$ cat src/hw/rtl/lsp_pkg.sv
// Shared types and constants for the looping sample player.
package lsp_pkg;

   // Default sizes of the sample store
   localparam int unsigned MAX_FRAMES_DEF   = 65536;
   localparam int unsigned NUM_CHANNELS_DEF = 2;

   // Field widths
   localparam int unsigned REQ_TYPE_W = 2;
   localparam int unsigned INDEX_W    = 16;
   localparam int unsigned SAMPLE_W   = 16;
   localparam int unsigned MIX_W      = 24;
   localparam int unsigned PHASE_W    = 32;
   localparam int unsigned FRAC_W     = 16;
   localparam int unsigned SPEED_W    = 21;
   localparam int unsigned GAIN_W     = 16;
   localparam int unsigned SLEN_W     = 17;
   localparam int unsigned ALEN_W     = 21;
   localparam int unsigned CHANS_W    = 2;
   localparam int unsigned CSR_ADDR_W = 3;
   localparam int unsigned CSR_DATA_W = 21;
   localparam int unsigned REQ_DATA_W = 88;
   localparam int unsigned RSP_DATA_W = 48;
   localparam int unsigned RSP_USER_W = 2;

   // Request kinds
   localparam logic [REQ_TYPE_W-1:0] REQ_TICK  = 2'd0;
   localparam logic [REQ_TYPE_W-1:0] REQ_WRITE = 2'd1;
   localparam logic [REQ_TYPE_W-1:0] REQ_START = 2'd2;
   localparam logic [REQ_TYPE_W-1:0] REQ_STOP  = 2'd3;

   // Register indexes
   localparam logic [CSR_ADDR_W-1:0] CSR_SPEED = 3'd0;
   localparam logic [CSR_ADDR_W-1:0] CSR_GAIN  = 3'd1;
   localparam logic [CSR_ADDR_W-1:0] CSR_LOOP  = 3'd2;
   localparam logic [CSR_ADDR_W-1:0] CSR_SLEN  = 3'd3;
   localparam logic [CSR_ADDR_W-1:0] CSR_ALEN  = 3'd4;
   localparam logic [CSR_ADDR_W-1:0] CSR_CHANS = 3'd5;

   // Speed clamp, Q5.16
   localparam logic [SPEED_W-1:0] SPEED_MIN = 21'd3277;
   localparam logic [SPEED_W-1:0] SPEED_MAX = 21'd1310720;

   // Output saturation limits
   localparam logic signed [MIX_W-1:0] OUT_MAX = 24'sh7FFFFF;
   localparam logic signed [MIX_W-1:0] OUT_MIN = 24'sh800000;

   // Dividend width of the phase reduction unit
   localparam int unsigned DVD_W = PHASE_W + 1;

   // Controller to datapath commands
   typedef struct packed {
      logic wr;          // store a sample beat
      logic cap;         // capture the mix of a tick
      logic mod_phase;   // reduce the stored phase
      logic mod_next;    // reduce phase plus speed
      logic take_phase;  // keep reduced next phase
      logic rd_en;
      logic rd_i1;       // read the following frame
      logic rd_right;    // read the right voice
      logic lat_s0;
      logic lat_s1;
      logic mul_diff;
      logic mul_gain;
      logic fin;         // finish one voice
      logic adv;         // advance position
      logic pass;        // stopped tick: mix through
      logic push;        // load result register
   } cmd_type;

   // Datapath status
   typedef struct packed {
      logic mod_busy;
      logic pass_end;
      logic loop_en;
      logic rsp_free;
   } sts_type;

endpackage

$ cat src/hw/rtl/lsp_ctrl.sv
// Controller state machine of the looping sample player.
module lsp_ctrl (
   input  logic                             clock,
   input  logic                             reset,
   input  logic                             req_tvalid,
   output logic                             req_tready,
   input  logic [lsp_pkg::REQ_TYPE_W-1:0]   req_type,
   output lsp_pkg::cmd_type                 cmd,
   input  lsp_pkg::sts_type                 sts
);

   localparam logic [3:0] S_IDLE = 4'd0;
   localparam logic [3:0] S_MOD1 = 4'd1;
   localparam logic [3:0] S_RD0  = 4'd2;
   localparam logic [3:0] S_RD1  = 4'd3;
   localparam logic [3:0] S_RD2  = 4'd4;
   localparam logic [3:0] S_MUL1 = 4'd5;
   localparam logic [3:0] S_MUL2 = 4'd6;
   localparam logic [3:0] S_FIN  = 4'd7;
   localparam logic [3:0] S_ADV  = 4'd8;
   localparam logic [3:0] S_MOD2 = 4'd9;
   localparam logic [3:0] S_PASS = 4'd10;
   localparam logic [3:0] S_PUSH = 4'd11;

   localparam logic [1:0] TR_STOPPED  = 2'd0;
   localparam logic [1:0] TR_STARTING = 2'd1;
   localparam logic [1:0] TR_PLAYING  = 2'd2;
   localparam logic [1:0] TR_STOPPING = 2'd3;

   logic [3:0] state_ff, state_in;
   logic [1:0] tr_ff, tr_in;
   logic       right_ff, right_in;
   logic       accept;

   assign req_tready = (state_ff == S_IDLE);
   assign accept     = req_tvalid && req_tready;

   // Next state, transport and commands
   always_comb begin
      state_in = state_ff;
      tr_in    = tr_ff;
      right_in = right_ff;
      cmd      = '0;
      unique case (state_ff)
         S_IDLE: begin
            if (accept) begin
               unique case (req_type)
                  lsp_pkg::REQ_WRITE: cmd.wr = 1'b1;
                  lsp_pkg::REQ_START: tr_in = TR_STARTING;
                  lsp_pkg::REQ_STOP: begin
                     if (tr_ff != TR_STOPPED) tr_in = TR_STOPPING;
                  end
                  default: begin
                     cmd.cap = 1'b1;
                     if (tr_ff == TR_STOPPED) begin
                        state_in = S_PASS;
                     end else begin
                        tr_in         = (tr_ff == TR_STOPPING) ? TR_STOPPED : TR_PLAYING;
                        cmd.mod_phase = 1'b1;
                        right_in      = 1'b0;
                        state_in      = S_MOD1;
                     end
                  end
               endcase
            end
         end
         S_MOD1: begin
            if (!sts.mod_busy) state_in = S_RD0;
         end
         S_RD0: begin
            cmd.rd_en    = 1'b1;
            cmd.rd_right = right_ff;
            state_in     = S_RD1;
         end
         S_RD1: begin
            cmd.rd_en    = 1'b1;
            cmd.rd_i1    = 1'b1;
            cmd.rd_right = right_ff;
            cmd.lat_s0   = 1'b1;
            state_in     = S_RD2;
         end
         S_RD2: begin
            cmd.lat_s1 = 1'b1;
            state_in   = S_MUL1;
         end
         S_MUL1: begin
            cmd.mul_diff = 1'b1;
            state_in     = S_MUL2;
         end
         S_MUL2: begin
            cmd.mul_gain = 1'b1;
            state_in     = S_FIN;
         end
         S_FIN: begin
            cmd.fin      = 1'b1;
            cmd.rd_right = right_ff;
            right_in     = 1'b1;
            state_in     = right_ff ? S_ADV : S_RD0;
         end
         S_ADV: begin
            cmd.adv = 1'b1;
            if (sts.pass_end) begin
               if (!sts.loop_en) tr_in = TR_STOPPED;
               state_in = S_PUSH;
            end else begin
               cmd.mod_next = 1'b1;
               state_in     = S_MOD2;
            end
         end
         S_MOD2: begin
            if (!sts.mod_busy) begin
               cmd.take_phase = 1'b1;
               state_in       = S_PUSH;
            end
         end
         S_PASS: begin
            cmd.pass = 1'b1;
            state_in = S_PUSH;
         end
         S_PUSH: begin
            if (sts.rsp_free) begin
               cmd.push = 1'b1;
               state_in = S_IDLE;
            end
         end
         default: state_in = S_IDLE;
      endcase
   end

   always_ff @(posedge clock) begin
      if (reset) begin
         state_ff <= S_IDLE;
         tr_ff    <= TR_STOPPED;
         right_ff <= 1'b0;
      end else begin
         state_ff <= state_in;
         tr_ff    <= tr_in;
         right_ff <= right_in;
      end
   end

   // Checks
   a_mod_idle: assert property (@(posedge clock) disable iff (reset)
      (cmd.mod_phase || cmd.mod_next) |-> !sts.mod_busy)
      else $error("phase reduction started while busy");
   a_push_free: assert property (@(posedge clock) disable iff (reset)
      cmd.push |-> sts.rsp_free)
      else $error("result loaded over an untaken beat");
   a_end_stop: assert property (@(posedge clock) disable iff (reset)
      (state_ff == S_ADV && sts.pass_end && !sts.loop_en) |=> tr_ff == TR_STOPPED)
      else $error("transport still running after last pass");
   a_write_idle: assert property (@(posedge clock) disable iff (reset)
      (accept && req_type == lsp_pkg::REQ_WRITE) |=> state_ff == S_IDLE)
      else $error("sample write left the idle state");

endmodule

$ cat config.mk
export PLATFORM = sky130hd
export DESIGN_NAME = lsp_ctrl
export DESIGN_NICKNAME = d
export VERILOG_FILES = /design/src/hw/rtl/lsp_pkg.sv /design/src/hw/rtl/lsp_ctrl.sv
export SDC_FILE = /design/constraint.sdc
export NUM_CORES = 1
export LEC_CHECK = 0
export ABC_AREA = 1
export BUFFER_PORTS_ARGS = -buffer_cell sky130_fd_sc_hd__buf_2
export CAP_MARGIN = 10
export CELL_PAD_IN_SITES_DETAIL_PLACEMENT = 0
export CELL_PAD_IN_SITES_GLOBAL_PLACEMENT = 1
export CORE_MARGIN = 2
export CORE_UTILIZATION = 29
export DETAILED_ROUTE_END_ITERATION = 8
export PLACE_DENSITY = 0.85
export SLEW_MARGIN = 25
export SYNTH_ARGS = -nofsm -noshare
export SYNTH_HDL_FRONTEND = slang
export SYNTH_SLANG_ARGS = --single-unit
$ cat constraint.sdc
create_clock -name clock -period 1.4 [get_ports clock]
set_clock_uncertainty 0.05 [all_clocks]
set_input_delay 0.28 -clock clock [delete_from_list [all_inputs] [get_ports clock]]
set_output_delay 0.28 -clock clock [all_outputs]
set_load 0.1 [all_outputs]
[Word level (Yosys, flattened, before mapping)]
Index checks and enable logic that the tools add are counted.
W data, S select, Z words.
Cells by class
  eq/ne operators: 26
  muxes and demuxes: 41
  reductions and logical operators: 12
Operators with widths (number)
  $pmux W4 S12: 1
  $mux W4: 7
  $mux W1: 20
  $eq A4 B3 Y1 const B: 4
  $eq A4 B4 Y1 const B: 4
  $mux W2: 8
  $ne A2 B2 Y1 const B: 8
  $eq A4 B2 Y1 const B: 2
  $reduce_and A7 Y1: 1
  $eq A2 B2 Y1 const B: 3
  $mux W3: 2
  $pmux W2 S3: 1
  $reduce_bool A2 Y1: 3
  $reduce_or A3 Y1: 2
  $reduce_and A5 Y1: 1
  $eq A4 B1 Y1 const B: 1
  $logic_not A4 Y1: 1
  $ne A4 B2 Y1 const B: 1
  $pmux W2 S2: 1
  $reduce_and A4 Y1: 1
  $ne A3 B3 Y1 const B: 1
  $eq A2 B1 Y1 const B: 1
  $logic_not A2 Y1: 1
  $ne A2 B1 Y1 const B: 1
  3 further kinds: 3
Storage, ports and cells
  register bits after elaboration: 7
  bits of input ports: 9
  word-level logic and storage cells: 82

[Depth between registers and ports, before layout]
  depth in word-level cells: 6
  mapped depth: 10

[Least setup slack after synthesis]
Ideal clock, no wire load.
  kind: register -> output
  start: reg state_ff[3]
  end: out cmd[11] (netlist bit)
  arrival: 3.488 ns
  setup slack: -2.418 ns
  cell stages (with the launch flop): 5
  cells stage by stage: dfxtp_1 > inv_1 > nor2_2 > inv_1 > nor4_1
RTL lines
  start: declaration: line lsp_ctrl.sv:30  | logic [3:0] state_ff, state_in;
  start signal: assignment: line lsp_ctrl.sv:136  | state_ff <= state_in;
  end: declaration: line lsp_ctrl.sv:8  | output lsp_pkg::cmd_type cmd,

==> results.cfg <==
[timing]
period_minus_slack_ns = 1.73
final_max_slew_viol_count = 0
setup_viol = 22
fin_ws_ns = -0.325
finalHoldViolations = 0
fmax_ghz = 0.580
worst_pin_slew_ns = 0.414
post-route-period-util_pct = 123
slew_headroom_pct = 72.3
rsz0062_at_grt = yes

[critical_path]
slowest_delay_ns = 0.37
r2r-end = tr_ff[1]
crit_chain = nor2_4, nand2_4, inv_12, nand2_8, nor3_4, buf_12
reg2reg_depth = 11
critPathBufInv = 2
critPathKind = register to output pin
ff2ff_setup_slack_ns = -0.12
cp_slowest_cell = dfxtp_4
critPathMaxFanout = 4
critPathLaunchType = register
startpoint = state_ff[1]
worst_r2r_startpoint = state_ff[1]
worst-endpoint-required_ns = 1.07
end_kind = output pin
critPathTopFamily = simple AND/OR/NAND/NOR gates
cp.arrival_ns = 1.40

[global_route]
gr-total-overflow = 0
grt_pass1_vias = 947
grt_max_degree = 7
antenna_found_initial = 0
grt_pass1_wl_mm = 4.04
track_usage_pct = 21.2

[cells_and_area]
final_cells = 193
layout_common_cells = 19 x buf_4, 18 x nand2_1, 18 x buf_12
final_net_count = 176
drive_above_1_share_pct = 61.4
n_antenna_cell = 0
fillers = 113
syn2layout_area_growth_pct = 155
final_common_cell = buf_4
fin_area_sq_um = 1590

[routing]
drtIter0Drc = 27
first_pass_iters = 4
drc_errors = 0
ant_nets = 0
vias = 912
routed_wl_mm = 2.58
avgViaCountPerCell = 4.73
post_drt_wl_per_cell_um = 13.3

[clock_network]
clk_pin_slew_worst_paths_ns = 0.06
cts_tree = yes
cts_max_path_buffers = 2
clockRootBuffer = clkbuf_4
numCtsBuffers = 3
clock_latency_ns = 0.26
numClockSinks = 7
htree_levels = 1

[place]
dp_cells = 178
post_dp_cell_area_sq_um = 1370
gp_congestion = 0.893
post-place-ws_ns = -0.0711
io_buffer_count = 25
dp_hpwl_mm = 1.87

[floorplanning]
die_x_um = 50.4
dieArea_sq_um = 2540
die_y_um = 50.4
rows = 16
pin_count = 26
initial_core_util_pct = 31.1
core_sq_um = 2000

[pwr]
power.density_nw_per_um2 = 1500
ir_worst_vdd_mv = 1.20
p_leak_nw = 0.728

[min_path]
whs_endpoint = state_ff[3]
hold_path_depth = 2
holdCritPathClass = input pin to register
worstHoldStart = reset

[yosys]
synthCells = 109
syn-cell-area_sq_um = 623
avgSynthCellArea_sq_um = 5.72
yosys.cell_types.count = 21
synth-seq-cells = 7
synth_top_cell_area_share_pct = 22.5
post-synth-top-area-cell = dfxtp_1
ys_top_cells_by_area = dfxtp_1 22%, nand2_1 15%, nor2_1 14%
synth_nets = 118
yosysWarnings = 0
yosysSeqAreaShare_pct = 22.5

[job]
max_cap_violations = 0

[outcome]
status = complete, but fails checks
violations = negative setup slack
worst register-to-register path, stage by stage (launching register included):
cell     delay (ns)
dfxtp_4        0.37
nor2_4         0.15
buf_6          0.14
buf_4          0.11
buf_6          0.10
nand3_4        0.08
nor2_4         0.10
nor2_1         0.05
nand2_2        0.09
nand2_1        0.06
nand2_1        0.07
nor2_1         0.04
how the worst max path moves through the flow:
stage	to	depth (start not counted)
2_1_floorplan	cmd[14]	6
3_3_place_gp	cmd[13]	5
3_5_place_dp	cmd[14]	6
4_1_cts	cmd[8]	7
5_1_grt	cmd[14]	6
6_report	cmd[14]	6
per-layer routing:
layer / global-route usage (%) / up-vias / routed length [um]
met1: 21.6 / 423 / 923
met5: 0 / - / 0
met3: 4.76 / 2 / 125
met4: 9.46 / 0 / 25
met2: 40.6 / 30 / 1500
li1: - / 457 / -
area by class of cell:
class / instances / area [sq um] / share of cell area [%]
timing repair buffer: 56 / 667 / 42.0
multi-input combinational: 80 / 602 / 37.9
sequential: 7 / 155 / 9.76
inverter: 19 / 105 / 6.61
tap: 27 / 33.8 / 2.13
clock buffer: 4 / 26.3 / 1.65
sequential cells by signal (all words and copies together), names as in the netlist:
| register | count |
|---|---|
| right_ff | 1 |
| state_ff | 4 |
| tr_ff | 2 |
timing repair:
| item | 4_1_cts | 5_1_grt |
|---|---|---|
| gates resized for setup | 23 | 9 |
| hold buffers | 0 | 0 |
| endpoints found under the hold margin | 0 | 0 |
| endpoints found under the setup margin | 20 | 22 |
| buffers inserted | 5 | 7 |
| pin swaps | 15 | 10 |
cell usage after synthesis (all sizes together):
| cell type | instances |
|---|---|
| nand3b | 1 |
| nand3 | 6 |
| o21ai | 1 |
| nor3 | 5 |
| nand2 | 28 |
| nor2 | 28 |
| a221oi | 1 |
| dfxtp | 7 |
| o211ai | 2 |
| a21oi | 4 |
| nor4 | 1 |
| inv | 19 |
| buf | 3 |
| nand4 | 3 |
through the flow:
step | util (%) | power, W | setup TNS (ns) | hold WS (ns)
6_report | 79.4 | 0.00239 | -4.65 | 0.232
3_5_place_dp | 68.4 | 0.00183 | -0.347 | 0.472
3_3_place_gp | 68.4 | 0.00179 | -0.168 | 0.450
2_1_floorplan | - | 0.00135 | -4.66 | 0.292
4_1_cts | 75.3 | 0.00220 | -4.09 | 0.196
5_1_grt | 79.4 | 0.00251 | -5.67 | 0.240
where the power goes:
part           total [W]  switching (W)  internal [W]
Clock           0.000192      0.0000827      0.000109
Combinational    0.00189        0.00111      0.000777
Sequential      0.000307      0.0000579      0.000250
Total            0.00239        0.00125       0.00114
logic make-up after synthesis:
family / Yosys count / synth area share [%]
flops: 7 / 22.5
simple gates: 72 / 53.4
buf+inv: 22 / 15.7
compound gates: 8 / 8.43
Power figures use the tool's default switching activity.
